===== config.mk =====
export PLATFORM = sky130hd
export DESIGN_NAME = timed_cover_position_tracker_unit_flat
export DESIGN_NICKNAME = d
export VERILOG_FILES = /design/src/rtl/tctu_pkg.sv /design/src/rtl/tctu_req_if.sv /design/src/rtl/tctu_res_if.sv /design/src/rtl/tctu_in_stage.sv /design/src/rtl/tctu_tracker.sv /design/src/rtl/tctu_out_stage.sv /design/src/rtl/timed_cover_position_tracker_unit.sv /design/src/flat_wrapper.sv
export VERILOG_INCLUDE_DIRS = /design/src /design/src/rtl
export SDC_FILE = /design/constraint.sdc
export NUM_CORES = 1
export LEC_CHECK = 0
export ABC_CLOCK_PERIOD_IN_PS = 9200
export CAP_MARGIN = 20
export CORE_MARGIN = 3
export CORE_UTILIZATION = 55
export CTS_CLUSTER_DIAMETER = 50
export CTS_CLUSTER_SIZE = 14
export DETAILED_ROUTE_END_ITERATION = 8
export DONT_BUFFER_PORTS = 1
export PLACE_DENSITY = 0.7
export SETUP_SLACK_MARGIN = 0.02
export SYNTH_ARGS = -nofsm -noshare
export SYNTH_HDL_FRONTEND = slang
export SYNTH_HIERARCHICAL = 1
export SYNTH_SLANG_ARGS = --single-unit

===== constraint.sdc =====
create_clock -name clk -period 9.2 [get_ports clk]
set_input_delay 1.84 -clock clk [delete_from_list [all_inputs] [get_ports clk]]
set_output_delay 1.84 -clock clk [all_outputs]
set_load 0.005 [all_outputs]

===== src/rtl/timed_cover_position_tracker_unit_macros.svh =====
// Assertion macros shared by the cover position tracker RTL.
// Included by the top level; needs clk and rst_n in the including scope.
`ifndef TIMED_COVER_POSITION_TRACKER_UNIT_MACROS_SVH
`define TIMED_COVER_POSITION_TRACKER_UNIT_MACROS_SVH

// Whenever the antecedent holds, the consequent holds in the same cycle.
`define TCTU_ASSERT_SAME(label, ante, cons) \
    label: assert property (@(posedge clk) disable iff (!rst_n) (ante) |-> (cons)) \
        else $error("tracker assertion failed");

// Whenever the antecedent holds, the consequent holds in the next cycle.
`define TCTU_ASSERT_NEXT(label, ante, cons) \
    label: assert property (@(posedge clk) disable iff (!rst_n) (ante) |=> (cons)) \
        else $error("tracker assertion failed");

`endif


===== src/rtl/tctu_pkg.sv =====
// Shared types and constants for the cover position tracker.
// No dependencies; every other RTL module and interface imports this package.
`default_nettype none

package tctu_pkg;

    localparam int POSITION_BITS = 24;
    localparam int POS_W         = POSITION_BITS + 1;
    localparam int STEP_W        = 25;
    localparam int SUM_W         = ((POS_W > STEP_W) ? POS_W : STEP_W) + 1;
    localparam int CFG_IDX_W     = 1;
    localparam int CFG_W         = STEP_W;

    // Fully open, 1.0 in Q1.POSITION_BITS.
    localparam logic [POS_W-1:0]  POS_ONE    = {1'b1, {POSITION_BITS{1'b0}}};
    localparam logic [STEP_W-1:0] STEP_RESET = STEP_W'(280);

    localparam logic [CFG_IDX_W-1:0] CFG_OPEN_STEP  = 1'b0;
    localparam logic [CFG_IDX_W-1:0] CFG_CLOSE_STEP = 1'b1;

    typedef enum logic [1:0] {
        REQ_TICK = 2'd0,
        REQ_STOP = 2'd1,
        REQ_MOVE = 2'd2,
        REQ_PROG = 2'd3
    } req_type_t;

    typedef enum logic [1:0] {
        MOT_IDLE    = 2'd0,
        MOT_OPENING = 2'd1,
        MOT_CLOSING = 2'd2
    } motion_t;

    typedef enum logic [2:0] {
        CMD_NONE = 3'd0,
        CMD_MY   = 3'd1,
        CMD_UP   = 3'd2,
        CMD_DOWN = 3'd3,
        CMD_PROG = 3'd4
    } cmd_t;

    typedef struct packed {
        req_type_t        req_type;
        logic [POS_W-1:0] target_position;
    } req_item_t;

    typedef struct packed {
        cmd_t             command;
        logic [POS_W-1:0] position;
        motion_t          operation;
    } res_item_t;

endpackage

`default_nettype wire


===== src/rtl/tctu_req_if.sv =====
// Request channel: valid/ready handshake carrying one request word.
// Depends on tctu_pkg for field widths.
`default_nettype none

interface tctu_req_if;
    import tctu_pkg::*;

    logic             valid;
    logic             ready;
    logic [1:0]       req_type;
    logic [POS_W-1:0] target_position;

    modport source (output valid, output req_type, output target_position, input ready);
    modport sink (input valid, input req_type, input target_position, output ready);
endinterface

`default_nettype wire


===== src/rtl/tctu_res_if.sv =====
// Result channel: valid/ready handshake carrying one result word.
// Depends on tctu_pkg for field widths.
`default_nettype none

interface tctu_res_if;
    import tctu_pkg::*;

    logic             valid;
    logic             ready;
    logic [2:0]       command;
    logic [POS_W-1:0] position;
    logic [1:0]       operation;

    modport source (output valid, output command, output position, output operation,
                    input ready);
    modport sink (input valid, input command, input position, input operation,
                  output ready);
endinterface

`default_nettype wire


===== src/rtl/tctu_in_stage.sv =====
// Input register of the tracker: captures one request word per handshake.
// Depends on tctu_pkg and tctu_req_if.
`default_nettype none

module tctu_in_stage (
    input  logic                 clk,
    input  logic                 rst_n,
    tctu_req_if.sink             req,
    input  logic                 advance,
    output logic                 item_valid,
    output tctu_pkg::req_item_t  item
);
    import tctu_pkg::*;

    logic      valid_reg;
    logic      valid_next;
    logic      take;
    req_item_t item_reg;

    assign req.ready  = !valid_reg || advance;
    assign take       = req.valid && req.ready;
    assign valid_next = take ? 1'b1 : (advance ? 1'b0 : valid_reg);

    always_ff @(posedge clk or negedge rst_n)
    begin
        if (!rst_n)
        begin
            valid_reg <= 1'b0;
        end
        else
        begin
            valid_reg <= valid_next;
        end
    end

    always_ff @(posedge clk)
    begin
        if (take)
        begin
            item_reg.req_type        <= req_type_t'(req.req_type);
            item_reg.target_position <= req.target_position;
        end
    end

    assign item_valid = valid_reg;
    assign item       = item_reg;
endmodule

`default_nettype wire


===== src/rtl/tctu_tracker.sv =====
// Position state, step registers and next-state logic of the tracker.
// Depends on tctu_pkg.
`default_nettype none

module tctu_tracker (
    input  logic                          clk,
    input  logic                          rst_n,
    input  logic                          cfg_we,
    input  logic [tctu_pkg::CFG_IDX_W-1:0] cfg_index,
    input  logic [tctu_pkg::CFG_W-1:0]     cfg_data,
    input  logic                          fire,
    input  tctu_pkg::req_item_t           item,
    output tctu_pkg::res_item_t           result
);
    import tctu_pkg::*;

    logic [STEP_W-1:0] open_step_reg;
    logic [STEP_W-1:0] close_step_reg;
    logic [POS_W-1:0]  pos_reg;
    logic [POS_W-1:0]  pos_next;
    logic [POS_W-1:0]  goal_reg;
    logic [POS_W-1:0]  goal_next;
    motion_t           motion_reg;
    motion_t           motion_next;
    cmd_t              cmd;

    logic [SUM_W-1:0]  open_sum;
    logic [POS_W-1:0]  pos_tick;
    logic              reached;
    logic              goal_end;
    logic [POS_W-1:0]  target_sat;
    logic              move_goal_set;
    motion_t           move_motion;

    assign open_sum = SUM_W'(pos_reg) + SUM_W'(open_step_reg);
    assign goal_end = (goal_reg == '0) || (goal_reg == POS_ONE);

    // Position after one millisecond of travel, clamped to both ends.
    always_comb
    begin
        unique case (motion_reg)
            MOT_OPENING:
                pos_tick = (open_sum > SUM_W'(POS_ONE)) ? POS_ONE : open_sum[POS_W-1:0];
            MOT_CLOSING:
                pos_tick = (SUM_W'(close_step_reg) >= SUM_W'(pos_reg)) ? '0
                         : POS_W'(SUM_W'(pos_reg) - SUM_W'(close_step_reg));
            default:
                pos_tick = pos_reg;
        endcase
    end

    always_comb
    begin
        unique case (motion_reg)
            MOT_OPENING: reached = (pos_tick >= goal_reg);
            MOT_CLOSING: reached = (pos_tick <= goal_reg);
            default:     reached = 1'b1;
        endcase
    end

    // A move to the current position only re-commands an end position.
    assign target_sat = (item.target_position > POS_ONE) ? POS_ONE : item.target_position;

    always_comb
    begin
        move_goal_set = 1'b1;
        move_motion   = (target_sat < pos_reg) ? MOT_CLOSING : MOT_OPENING;
        if (target_sat == pos_reg)
        begin
            if (target_sat == '0)
            begin
                move_motion = MOT_CLOSING;
            end
            else if (target_sat == POS_ONE)
            begin
                move_motion = MOT_OPENING;
            end
            else
            begin
                move_goal_set = 1'b0;
                move_motion   = motion_reg;
            end
        end
    end

    always_comb
    begin
        pos_next    = pos_reg;
        goal_next   = goal_reg;
        motion_next = motion_reg;
        cmd         = CMD_NONE;
        unique case (item.req_type)
            REQ_TICK:
            begin
                pos_next = pos_tick;
                if (reached)
                begin
                    motion_next = MOT_IDLE;
                    if (motion_reg != MOT_IDLE && !goal_end)
                    begin
                        cmd = CMD_MY;
                    end
                end
            end
            REQ_STOP:
            begin
                motion_next = MOT_IDLE;
                if (motion_reg != MOT_IDLE)
                begin
                    cmd = CMD_MY;
                end
            end
            REQ_MOVE:
            begin
                if (move_goal_set)
                begin
                    goal_next = target_sat;
                end
                if (move_motion != motion_reg)
                begin
                    motion_next = move_motion;
                    cmd         = (move_motion == MOT_OPENING) ? CMD_UP : CMD_DOWN;
                end
            end
            REQ_PROG:
            begin
                cmd = CMD_PROG;
            end
        endcase
    end

    always_ff @(posedge clk or negedge rst_n)
    begin
        if (!rst_n)
        begin
            open_step_reg  <= STEP_RESET;
            close_step_reg <= STEP_RESET;
            pos_reg        <= '0;
            goal_reg       <= '0;
            motion_reg     <= MOT_IDLE;
        end
        else
        begin
            if (cfg_we && cfg_index == CFG_OPEN_STEP)
            begin
                open_step_reg <= cfg_data;
            end
            if (cfg_we && cfg_index == CFG_CLOSE_STEP)
            begin
                close_step_reg <= cfg_data;
            end
            if (fire)
            begin
                pos_reg    <= pos_next;
                goal_reg   <= goal_next;
                motion_reg <= motion_next;
            end
        end
    end

    assign result.command   = cmd;
    assign result.position  = pos_next;
    assign result.operation = motion_next;
endmodule

`default_nettype wire


===== src/rtl/tctu_out_stage.sv =====
// Result register of the tracker: holds one result word until it is taken.
// Depends on tctu_pkg and tctu_res_if.
`default_nettype none

module tctu_out_stage (
    input  logic                 clk,
    input  logic                 rst_n,
    input  logic                 load,
    input  tctu_pkg::res_item_t  item,
    output logic                 can_load,
    tctu_res_if.source           res
);
    import tctu_pkg::*;

    logic      valid_reg;
    logic      valid_next;
    res_item_t item_reg;

    assign can_load   = !valid_reg || res.ready;
    assign valid_next = load ? 1'b1 : (res.ready ? 1'b0 : valid_reg);

    always_ff @(posedge clk or negedge rst_n)
    begin
        if (!rst_n)
        begin
            valid_reg <= 1'b0;
        end
        else
        begin
            valid_reg <= valid_next;
        end
    end

    always_ff @(posedge clk)
    begin
        if (load)
        begin
            item_reg <= item;
        end
    end

    assign res.valid     = valid_reg;
    assign res.command   = item_reg.command;
    assign res.position  = item_reg.position;
    assign res.operation = item_reg.operation;
endmodule

`default_nettype wire


===== src/rtl/timed_cover_position_tracker_unit.sv =====
// Top level of the time-based cover position tracker.
// Depends on tctu_pkg, both interfaces, the stages, the tracker and the macro header.
`default_nettype none

// The tracker estimates a motorized blind's position from travel time. Each request
// word is a one-millisecond tick, a stop, a move to a Q1.24 target (1.0 = fully open,
// larger targets saturate to open) or a program request, and each produces exactly one
// result word: the radio command to send (none, my/stop, up, down, prog), the position
// after the request and the motion state. Ticks move the estimate by open_step or
// close_step, clamped to closed and open; reaching the goal stops the motion, with a
// stop command only when the goal lies between the ends. A tick, stop or move that
// leaves the direction unchanged sends no command, while a move to an end already
// reached sends it again. Throughput is one word per clock while the result side takes
// words; a stalled result register holds the word in the input register. A word waits
// in the input register, and its whole update (one add, clamp and compare) runs
// combinationally from there into the result register. The position, goal and motion
// registers update as the word moves into the result register, so the next word sees them.
// Step registers are index 0 (open_step) and 1 (close_step), written whenever cfg_we is
// high; write them only while no word is in flight. There is no clearing pass.
module timed_cover_position_tracker_unit (
    input  logic                           clk,
    input  logic                           rst_n,
    input  logic                           cfg_we,
    input  logic [tctu_pkg::CFG_IDX_W-1:0] cfg_index,
    input  logic [tctu_pkg::CFG_W-1:0]     cfg_data,
    tctu_req_if.sink                       req,
    tctu_res_if.source                     res
);
    import tctu_pkg::*;

    // The input register hands its word on whenever the result register can take it,
    // which keeps both sides moving at one word per cycle while results are taken.
    logic      item_valid;
    req_item_t item;
    logic      can_load;
    logic      advance;
    res_item_t result;

    // A result word that carries a motion command, and whether the command matches
    // the motion state reported beside it.
    logic      motion_cmd;
    logic      cmd_agrees;

    assign advance = item_valid && can_load;

    tctu_in_stage u_in_stage (
        .clk        (clk),
        .rst_n      (rst_n),
        .req        (req),
        .advance    (advance),
        .item_valid (item_valid),
        .item       (item)
    );

    // Position, goal and motion update exactly when a word moves to the result side.
    tctu_tracker u_tracker (
        .clk       (clk),
        .rst_n     (rst_n),
        .cfg_we    (cfg_we),
        .cfg_index (cfg_index),
        .cfg_data  (cfg_data),
        .fire      (advance),
        .item      (item),
        .result    (result)
    );

    tctu_out_stage u_out_stage (
        .clk      (clk),
        .rst_n    (rst_n),
        .load     (advance),
        .item     (result),
        .can_load (can_load),
        .res      (res)
    );

    assign motion_cmd = res.valid && (res.command != CMD_NONE) && (res.command != CMD_PROG);
    assign cmd_agrees = ((res.command == CMD_UP) && (res.operation == MOT_OPENING))
                     || ((res.command == CMD_DOWN) && (res.operation == MOT_CLOSING))
                     || ((res.command == CMD_MY) && (res.operation == MOT_IDLE));

`include "timed_cover_position_tracker_unit_macros.svh"

    // The reported position never leaves the closed-to-open range.
    `TCTU_ASSERT_SAME(a_position_range, res.valid, res.position <= POS_ONE)
    // A motion command always agrees with the motion state reported beside it.
    `TCTU_ASSERT_SAME(a_command_motion, motion_cmd, cmd_agrees)
    // With both registers full and the result stalled, no new word may enter.
    `TCTU_ASSERT_SAME(a_full_stall, item_valid && res.valid && !res.ready, !req.ready)
    // A word that moves into the result register always shows up as valid there.
    `TCTU_ASSERT_NEXT(a_advance_valid, advance, res.valid)

endmodule

`default_nettype wire

===== src/flat_wrapper.sv =====
// flat-port wrapper written by rule: the top's interface ports become plain ports
module timed_cover_position_tracker_unit_flat import tctu_pkg::*;
  (clk, rst_n, cfg_we, cfg_index, cfg_data, req_valid, req_req_type, req_target_position, req_ready, res_valid, res_command, res_position, res_operation, res_ready);
  tctu_req_if req_i ();
  tctu_res_if res_i ();
  input  logic clk;
  input  logic rst_n;
  input  logic cfg_we;
  input  logic [tctu_pkg::CFG_IDX_W-1:0] cfg_index;
  input  logic [tctu_pkg::CFG_W-1:0] cfg_data;
  input wire logic [$bits(req_i.valid)-1:0] req_valid;
  input wire logic [$bits(req_i.req_type)-1:0] req_req_type;
  input wire logic [$bits(req_i.target_position)-1:0] req_target_position;
  output wire logic [$bits(req_i.ready)-1:0] req_ready;
  output wire logic [$bits(res_i.valid)-1:0] res_valid;
  output wire logic [$bits(res_i.command)-1:0] res_command;
  output wire logic [$bits(res_i.position)-1:0] res_position;
  output wire logic [$bits(res_i.operation)-1:0] res_operation;
  input wire logic [$bits(res_i.ready)-1:0] res_ready;
  assign req_i.valid = req_valid;
  assign req_i.req_type = req_req_type;
  assign req_i.target_position = req_target_position;
  assign req_ready = req_i.ready;
  assign res_valid = res_i.valid;
  assign res_command = res_i.command;
  assign res_position = res_i.position;
  assign res_operation = res_i.operation;
  assign res_i.ready = res_ready;
  timed_cover_position_tracker_unit u_core (.clk(clk), .rst_n(rst_n), .cfg_we(cfg_we), .cfg_index(cfg_index), .cfg_data(cfg_data), .req(req_i), .res(res_i));
endmodule

==> Yosys cells after proc, flatten, opt, wreduce, memory -nomap -nowiden <==
Cells that the tools add are included.
{ "op_classes": {"n_addsub": 2, "order_cmp": 6, "eq_ne": 10, "n_mux": 26, "bitwise": 1, "n_reduce_logical": 18} }
{ "ops": {"columns": ["cell", "n"], "rows": [
  ["two-way mux 25 bit", 4],
  ["equality test 25 bit, second input constant", 2],
  ["greater-or-equal comparator 25 bit", 2],
  ["zero test 25 bit", 2],
  ["one-hot mux 25 bit (2 select lines)", 1],
  ["adder 25 x 25 -> 26 bit", 1],
  ["> comparator 26 x 25 -> 1 bit, second input constant", 1],
  ["equality test 25 bit", 1],
  ["> comparator 25 bit, second input constant", 1],
  ["less-or-equal comparator 25 bit", 1],
  ["less-than comparator 25 bit", 1],
  ["subtractor 25 bit", 1],
  ["two-way mux 2 bit", 7],
  ["one-hot mux 3 bit (4 select lines)", 1],
  ["two-way mux 1 bit", 11],
  ["equality test 2 x 1 -> 1 bit, second input constant", 3],
  ["equality test 2 bit, second input constant", 3],
  ["one-hot mux 2 bit (3 select lines)", 1],
  ["nonzero test 2 bit", 3],
  ["logical AND 1 bit", 5],
  ["zero test 1 bit", 3],
  ["logical OR 1 bit", 3],
  ["AND reduction 3 bit", 1],
  ["zero test 2 bit", 1],
  ["3 further kinds", 3]
]} }
{ "word_totals": {"reg_bits": 161, "in_bits": 58, "output_inout_bits": 32, "word_cells": 75} }

==> Longest topological paths before layout <==
Gate-level depths: netlist of run 1.
{ "logic_depth": {"word_depth": 10, "ltp_mapped": 23} }

==> Cells and area by module <==
The synthesis of run 1 kept the hierarchy.
{ "modules_own_cells": {"columns": ["mod", "instances", "cells_each", "area_each_um2"], "rows": [
  ["tctu_tracker", 1, 1167, 9810.7],
  ["tctu_out_stage", 1, 33, 948.4],
  ["tctu_in_stage", 1, 31, 864.6],
  ["timed_cover_position_tracker_unit", 1, 1, 6.3]
]} }

==> Worst setup path before layout of run 1 <==
No wires, ideal clock.
{ "synth_path": {"path_type": "reg-to-reg", "start": "reg u_core.u_tracker.pos_reg[0]", "end": "reg u_core.u_out_stage.item_reg, in the netlist u_core/u_out_stage/res.operation[0] (data pin)", "arrival_ns": 4.827, "setup_slack_ns": 4.117, "stages_incl_launch_ff": 22, "n_path_buf": 0, "synth_period_minus_slack_ns": 5.083, "cell_sequence": "dfrtp_1 -> ha_1 -> fa_1 -> a211oi_1 -> o21a_1 -> o211a_1 -> nor2_1 -> a311o_1 -> or3_1 -> a2111oi_4 -> o21ai_2 -> a31oi_1 -> ha_1 -> nor2b_1 -> o21a_1 -> o21ai_0 -> a2111oi_0 -> o31a_1 -> o211a_1 -> a211oi_1 -> nand2b_1 -> nand2_1"} }
{ "synth_lines": {"columns": ["element", "line", "source"], "rows": [
  ["start: declaration", "tctu_tracker.sv:19", "logic [POS_W-1:0] pos_reg;"],
  ["start signal: assignment", "tctu_tracker.sv:154", "pos_reg <= pos_next;"],
  ["end signal: assignment", "tctu_out_stage.sv:38", "item_reg <= item;"],
  ["end: declaration", "tctu_out_stage.sv:17", "res_item_t item_reg;"]
]} }

==> flow_summary.toml, run 1 <==
[run_status]
status = "completed"

[worst_setup_path]
r2r_slack_ns = 3.07
cp_max_fo = 39
crit_chain = "ha_1 -> fa_1 -> a211oi_1 -> o21ai_0 -> xnor2_1 -> nand2_1 -> nor4_1 -> nand4b_1 -> and4b_1 -> buf_4 -> o211ai_1 -> a22oi_1 -> ha_1 -> a2111oi_0 -> a2111oi_0 -> o31a_1 -> o211a_1 -> a211oi_1 -> nand2b_1 -> nand2_1"
r2r-start = "u_core/u_tracker/pos_reg[0]"
worstPathRequired_ns = 9.40
arrival_ns = 6.33
critPathLaunch = "u_core/u_tracker/pos_reg[0]"
reg2reg_depth = 20
worstSetupPathType = "flop to flop"
r2r-end = "u_core/u_out_stage/res.operation[0]"
start_kind = "flop"
cpPeakStageDelay_ns = 0.55
slowest_stage = "a2111oi_0"
end_kind = "flop"

[clock_tree]
tritoncts = "built"
cts-resized-gates = 0
clk_latency_ns = 0.44
path_clk_slew_ns = 0.07
clk_path_buf_depth = 2
cts_sinks = 161
cts_root_buf = "clkbuf_16"
cts_hold_buf = 0
cts-htree-levels = 4
cts_made_buffers = 17
postCtsSetupBuffers = 0

[pwr]
ir_drop_uv = 164
total_power_mw = 4.83
power.leakage_nw = 5.32
powerDensity_nw_per_um2 = 389

[global_route]
grt_max_degree = 105
antenna_found_initial = 0
grt_pass1_wl_um = 49700
grt_remaining_overflow = 0
grt_pass1_vias = 9191
grtUsageTotal_pct = 28.1

[timing]
tns_ns = 0
max-slew-margin-rel_pct = 28.7
rsz0062_at_grt = "no"
clock_skew_ns = 0.00973
finalCritPeriodShare_pct = 66.7
hold_violations = 0
slew_violations = 0
period_minus_slack_ns = 6.13
fin_ws_ns = 3.07
fmax_mhz = 163
final-setup-viol-count = 0
tightestPinTransition_ns = 1.06

[finish]
largest_register_ff_count = 27
fin_area_um2 = 12400
nets = 1366
diodes = 0
layout-drive-gt1-share_pct = 11.5
area_delta_synth_final_pct = 6.74

[yosys]
synth_warnings = 6
synthFlopType = "dfrtp_1"
ys_ff_latch = 161
postSynthCellCount = 1232
yosysTopAreaCell = "dfrtp_1"
synth_area_um2 = 11600
netlist_top_cells_count = "ha_1 (103), nand2_1 (103), dfrtp_1 (98), inv_1 (97), a21oi_1 (80)"
synth_top_area_share_pct = 21.1
ys_seq_area_share_pct = 37.2
synthArstFlopShare_pct = 64.6
ys_top_cells_by_area = "dfrtp_1 (21%), edfxtp_1 (15%), ha_1 (11%)"
syn_area_per_cell_um2 = 9.44
ys_types = 78
syn_nets = 1395
synth_edf_count = 57

[floorplan]
die_w_um = 151
fp.dieArea_um2 = 22900
initial_utilization_pct = 56.7
core_area_um2 = 20500
dieHeight_um = 151
rows = 52
io_pins = 90

[drt]
vias = 9531
wl_per_cell_um = 21.1
antenna_left = 0
vias_per_cell = 6.41
drcViolationCount = 0
routed_wl_um = 31300
drt_first_pass_iters = 6
drt-initial-drc-count = 867

[placement]
place_ws_ns = 3.24
place_area_um2 = 11800
port_buffers = 0
gp_congestion = 0.943
dp_hpwl_um = 23800

[worst_hold_path]
hold_depth = 1
worstHoldStart = "u_core/u_tracker/close_step_reg[2]"
min_path_type = "flop to flop"
holdPathEnd = "u_core/u_tracker/close_step_reg[2]"

[job]
cap_viol_max_count = 0
through the flow:
stage,std cells,hold WS (ns),util (%)
2_1_floorplan,1232,0.479,-
3_3_place_gp,1453,0.489,57.5
3_5_place_dp,1453,0.494,57.5
4_1_cts,1485,0.510,60.4
5_1_grt,1486,0.516,60.6
6_report,1486,0.508,60.6
power by group:
group          internal, mW  leakage, nW  switching [mW]
Clock                 0.430        0.297           0.318
Combinational          1.17         3.20            1.77
Sequential            0.962         1.82           0.187
Total                  2.56         5.32            2.27
how the worst max path moves through the flow:
| stage | endpoint | depth (start not counted) | slack (ns) |
|---|---|---|---|
| 2_1_floorplan | u_core/u_out_stage/res.operation[0] | 21 | 4.12 |
| 3_5_place_dp | u_core/u_out_stage/res.operation[0] | 20 | 3.24 |
| 4_1_cts | u_core/u_out_stage/res.operation[0] | 20 | 3.19 |
| 5_1_grt | u_core/u_out_stage/res.operation[1] | 21 | 2.38 |
| 3_3_place_gp | u_core/u_out_stage/res.operation[0] | 21 | 3.36 |
| 6_report | u_core/u_out_stage/res.operation[0] | 20 | 3.07 |
per-layer routing:
layer	vias up	GRT usage (%)	part of all wire, %
met3	61	4.88	6.2
met1	4594	39.0	45
met2	352	44.6	46
met4	0	9.38	3.0
li1	4524	-	-
met5	-	0	0
logic make-up (layout without fill, tap and decap cells):
logic type / Yosys count / count (layout) / share of synthesized area [%]
compound gates: 361 / 361 / 21.5
buf+inv: 152 / 136 / 5.16
mux: 76 / 76 / 7.36
xor+xnor: 33 / 33 / 2.49
fa+ha+maj: 105 / 105 / 11.4
simple gates: 344 / 344 / 15.0
flops: 161 / 161 / 37.2
critical path: cells and delay by family, from the launching register on:
family / cells / cell delay, ns
simple gates: 6 / 1.15
flops: 1 / 0.41
fa+ha+maj: 3 / 0.97
buf+inv: 1 / 0.35
compound gates: 9 / 2.66
xor+xnor: 1 / 0.37
cell type report:
cell class                      instances  area [um2]
Clock buffer                           17         425
Clock inverter                         15         180
Fill cell                            1769        8080
Inverter                               97         364
Multi-Input combinational cell        919        6710
Sequential cell                       161        4320
Tap cell                              270         338
Timing Repair Buffer                    7        72.6
cells in the final DEF, fill, tap and decap left out, types with 7 or more instances in the layout:
cell type / Yosys / final
or3_1: 7 / 7
nor4_1: 17 / 17
and2_1: 23 / 22
ha_1: 103 / 103
a21o_1: 28 / 28
nand3_1: 28 / 28
nand4_1: 20 / 20
clkbuf_16: 0 / 17
nor3_1: 11 / 11
xor2_1: 10 / 10
a31oi_1: 11 / 11
nor2b_1: 20 / 19
o21ai_0: 57 / 57
a22oi_1: 45 / 45
o21a_1: 15 / 15
nor2_1: 67 / 67
and3_1: 7 / 7
mux2_2: 76 / 76
xnor2_1: 23 / 23
nand2b_1: 14 / 14
o211a_1: 7 / 7
o211ai_1: 31 / 31
dfrtp_1: 98 / 98
a21oi_1: 80 / 80
inv_1: 97 / 97
o221ai_1: 13 / 13
nand2_1: 103 / 103
edfxtp_1: 57 / 57
a211oi_1: 10 / 10
No activity file was read; power rests on OpenSTA's default activity.
==> run 2, diff against run 1 <==
ABC_CLOCK_PERIOD_IN_PS = 6050   (was 9200)
clock period = 6.05 ns   (was 9.2 ns; I/O delays follow)
==> flow_summary.toml, run 2 (synthesis gave the netlist of run 1 again) <==
[run_status]
status = "completed"

[clock_tree]
cts-resized-gates = 0
clk_latency_ns = 0.44
cts_hold_buf = 0
cts_made_buffers = 17
clk_path_buf_depth = 2
cts_root_buf = "clkbuf_16"
postCtsSetupBuffers = 0
cts-htree-levels = 4
cts_sinks = 161
path_clk_slew_ns = 0.07
tritoncts = "built"

[pwr]
p_int_mw = 3.90
pwr-share-comb_pct = 61.7
ir_drop_uv = 266
swShare_pct = 47.4
powerDensity_nw_per_um2 = 592
netSwitchingPower_mw = 3.52
power.leakage_nw = 5.34
pwr-share-clk_pct = 14.9
total_power_mw = 7.42
pwr-share-seq_pct = 23.5

[global_route]
busiest_layer = "met2"
grtUsageTotal_pct = 28.3
met3_usage_pct = 6.28
grt_pass1_vias = 9176
grt_remaining_overflow = 0
grtUsageMet2_pct = 43.8
grtUsageMet1_pct = 38.8
grt_pass1_wl_um = 49900
antenna_found_initial = 0
grt_max_degree = 105

[worst_setup_path]
cp_max_fo = 4
start_kind = "flop"
reg2reg_depth = 23
end_kind = "flop"
arrival_ns = 5.98
worstSetupPathType = "flop to flop"
worstPathRequired_ns = 6.25

[timing]
slew_violations = 0
finalCritPeriodShare_pct = 95.5
clock_skew_ns = 0.0221
tns_ns = 0
hold_violations = 0
fmax_mhz = 173
final-setup-viol-count = 0
tightestPinTransition_ns = 0.865
rsz0062_at_grt = "no"
max-slew-margin-rel_pct = 42.0
fin_ws_ns = 0.270
period_minus_slack_ns = 5.78

[drt]
routed_wl_um = 31700
vias = 9630
drcViolationCount = 0
wl_per_cell_um = 21.2
antenna_left = 0
drt_first_pass_iters = 5
drt-initial-drc-count = 917
vias_per_cell = 6.45

[finish]
diodes = 0
multi_input_area_um2 = 6770
largest_register_ff_count = 27
area_delta_synth_final_pct = 7.66
nets = 1373
post-route-util_pct = 61.1
layout_common_cells = "ha_1 (103), nand2_1 (102), dfrtp_1 (98)"
nFillCells = 1747
seq_area_um2 = 4320
layout_commonest_cell = "ha_1"
layoutNonFillerInstCount = 1493
layout-drive-gt1-share_pct = 12.6

[floorplan]
dieHeight_um = 151
rows = 52
fp.dieArea_um2 = 22900
die_w_um = 151
initial_utilization_pct = 56.7
core_area_um2 = 20500
io_pins = 90

[placement]
place_ws_ns = 0.203
gp_congestion = 0.927
dp.cells = 1461
port_buffers = 0
dp_hpwl_um = 23900

[worst_hold_path]
min_path_type = "input port to asynchronous set/reset pin"

[job]
cap_viol_max_count = 0
==> run 2: cell type report <==
cell class	count	area share (%)
clock inverters	13	1.22
multi-input cells	919	54.1
flip-flops and latches	161	34.5
inverters	97	2.91
well taps	270	2.70
repair buffers	14	1.10
clock buffers	19	3.46
==> run 2: worst paths after layout <==
kind | from | to | slack [ns]
max in group asynchronous | rst_n | u_core/u_tracker/open_step_reg[8] | 5.38
setup / recovery | u_core/u_tracker/pos_reg[0] | u_core/u_out_stage/res.operation[1] | 0.27
setup reg to reg | u_core/u_tracker/pos_reg[0] | u_core/u_out_stage/res.operation[1] | 0.27
hold / removal | rst_n | u_core/u_tracker/close_step_reg[7] | 0.47
hold reg to reg | u_core/u_tracker/close_step_reg[24] | u_core/u_tracker/close_step_reg[24] | 0.51
min in group clk | u_core/u_tracker/close_step_reg[24] | u_core/u_tracker/close_step_reg[24] | 0.51
==> run 2: per-stage QoR <==
stage,area [um2],hold WS [ns]
CTS,12500,0.451
floorplan,11600,0.479
detailed placement,11900,0.494
finish,12500,0.467
global route,12500,0.447
global placement,11800,0.490
==> run 2: per-layer routing <==
layer  share of wire [%]  routed length (um)
met5                   0                   0
met4                 3.4                1080
met3                 7.5                2380
met2                  46               14400
met1                  44               13800
==> run 2: power groups by stage <==
stage,combinational (mW),sequential [mW],clock [mW]
floorplan,3.38,1.64,0
global placement,4.28,1.75,0
finish,4.57,1.74,1.10
CTS,4.41,1.74,1.12
detailed placement,4.36,1.76,0
global route,5.07,1.78,1.16
==> run 2: worst max-delay path, stage by stage, from the launching register on <==
cell and delay (ns):
dfrtp_1 0.40, inv_1 0.14, ha_1 0.19, inv_1 0.05
fa_1 0.39, a21o_1 0.24, a221oi_2 0.31, nor4b_1 0.17
or4b_1 0.55, a311oi_2 0.30, a21oi_1 0.13, xor2_1 0.15
a21oi_1 0.28, a21oi_1 0.13, ha_1 0.31, nand4_1 0.18
nor2_1 0.28, nand2_1 0.08, or3_1 0.38, nor2b_1 0.17
o211a_1 0.16, a211oi_1 0.30, nand2b_1 0.18, nand2_1 0.05
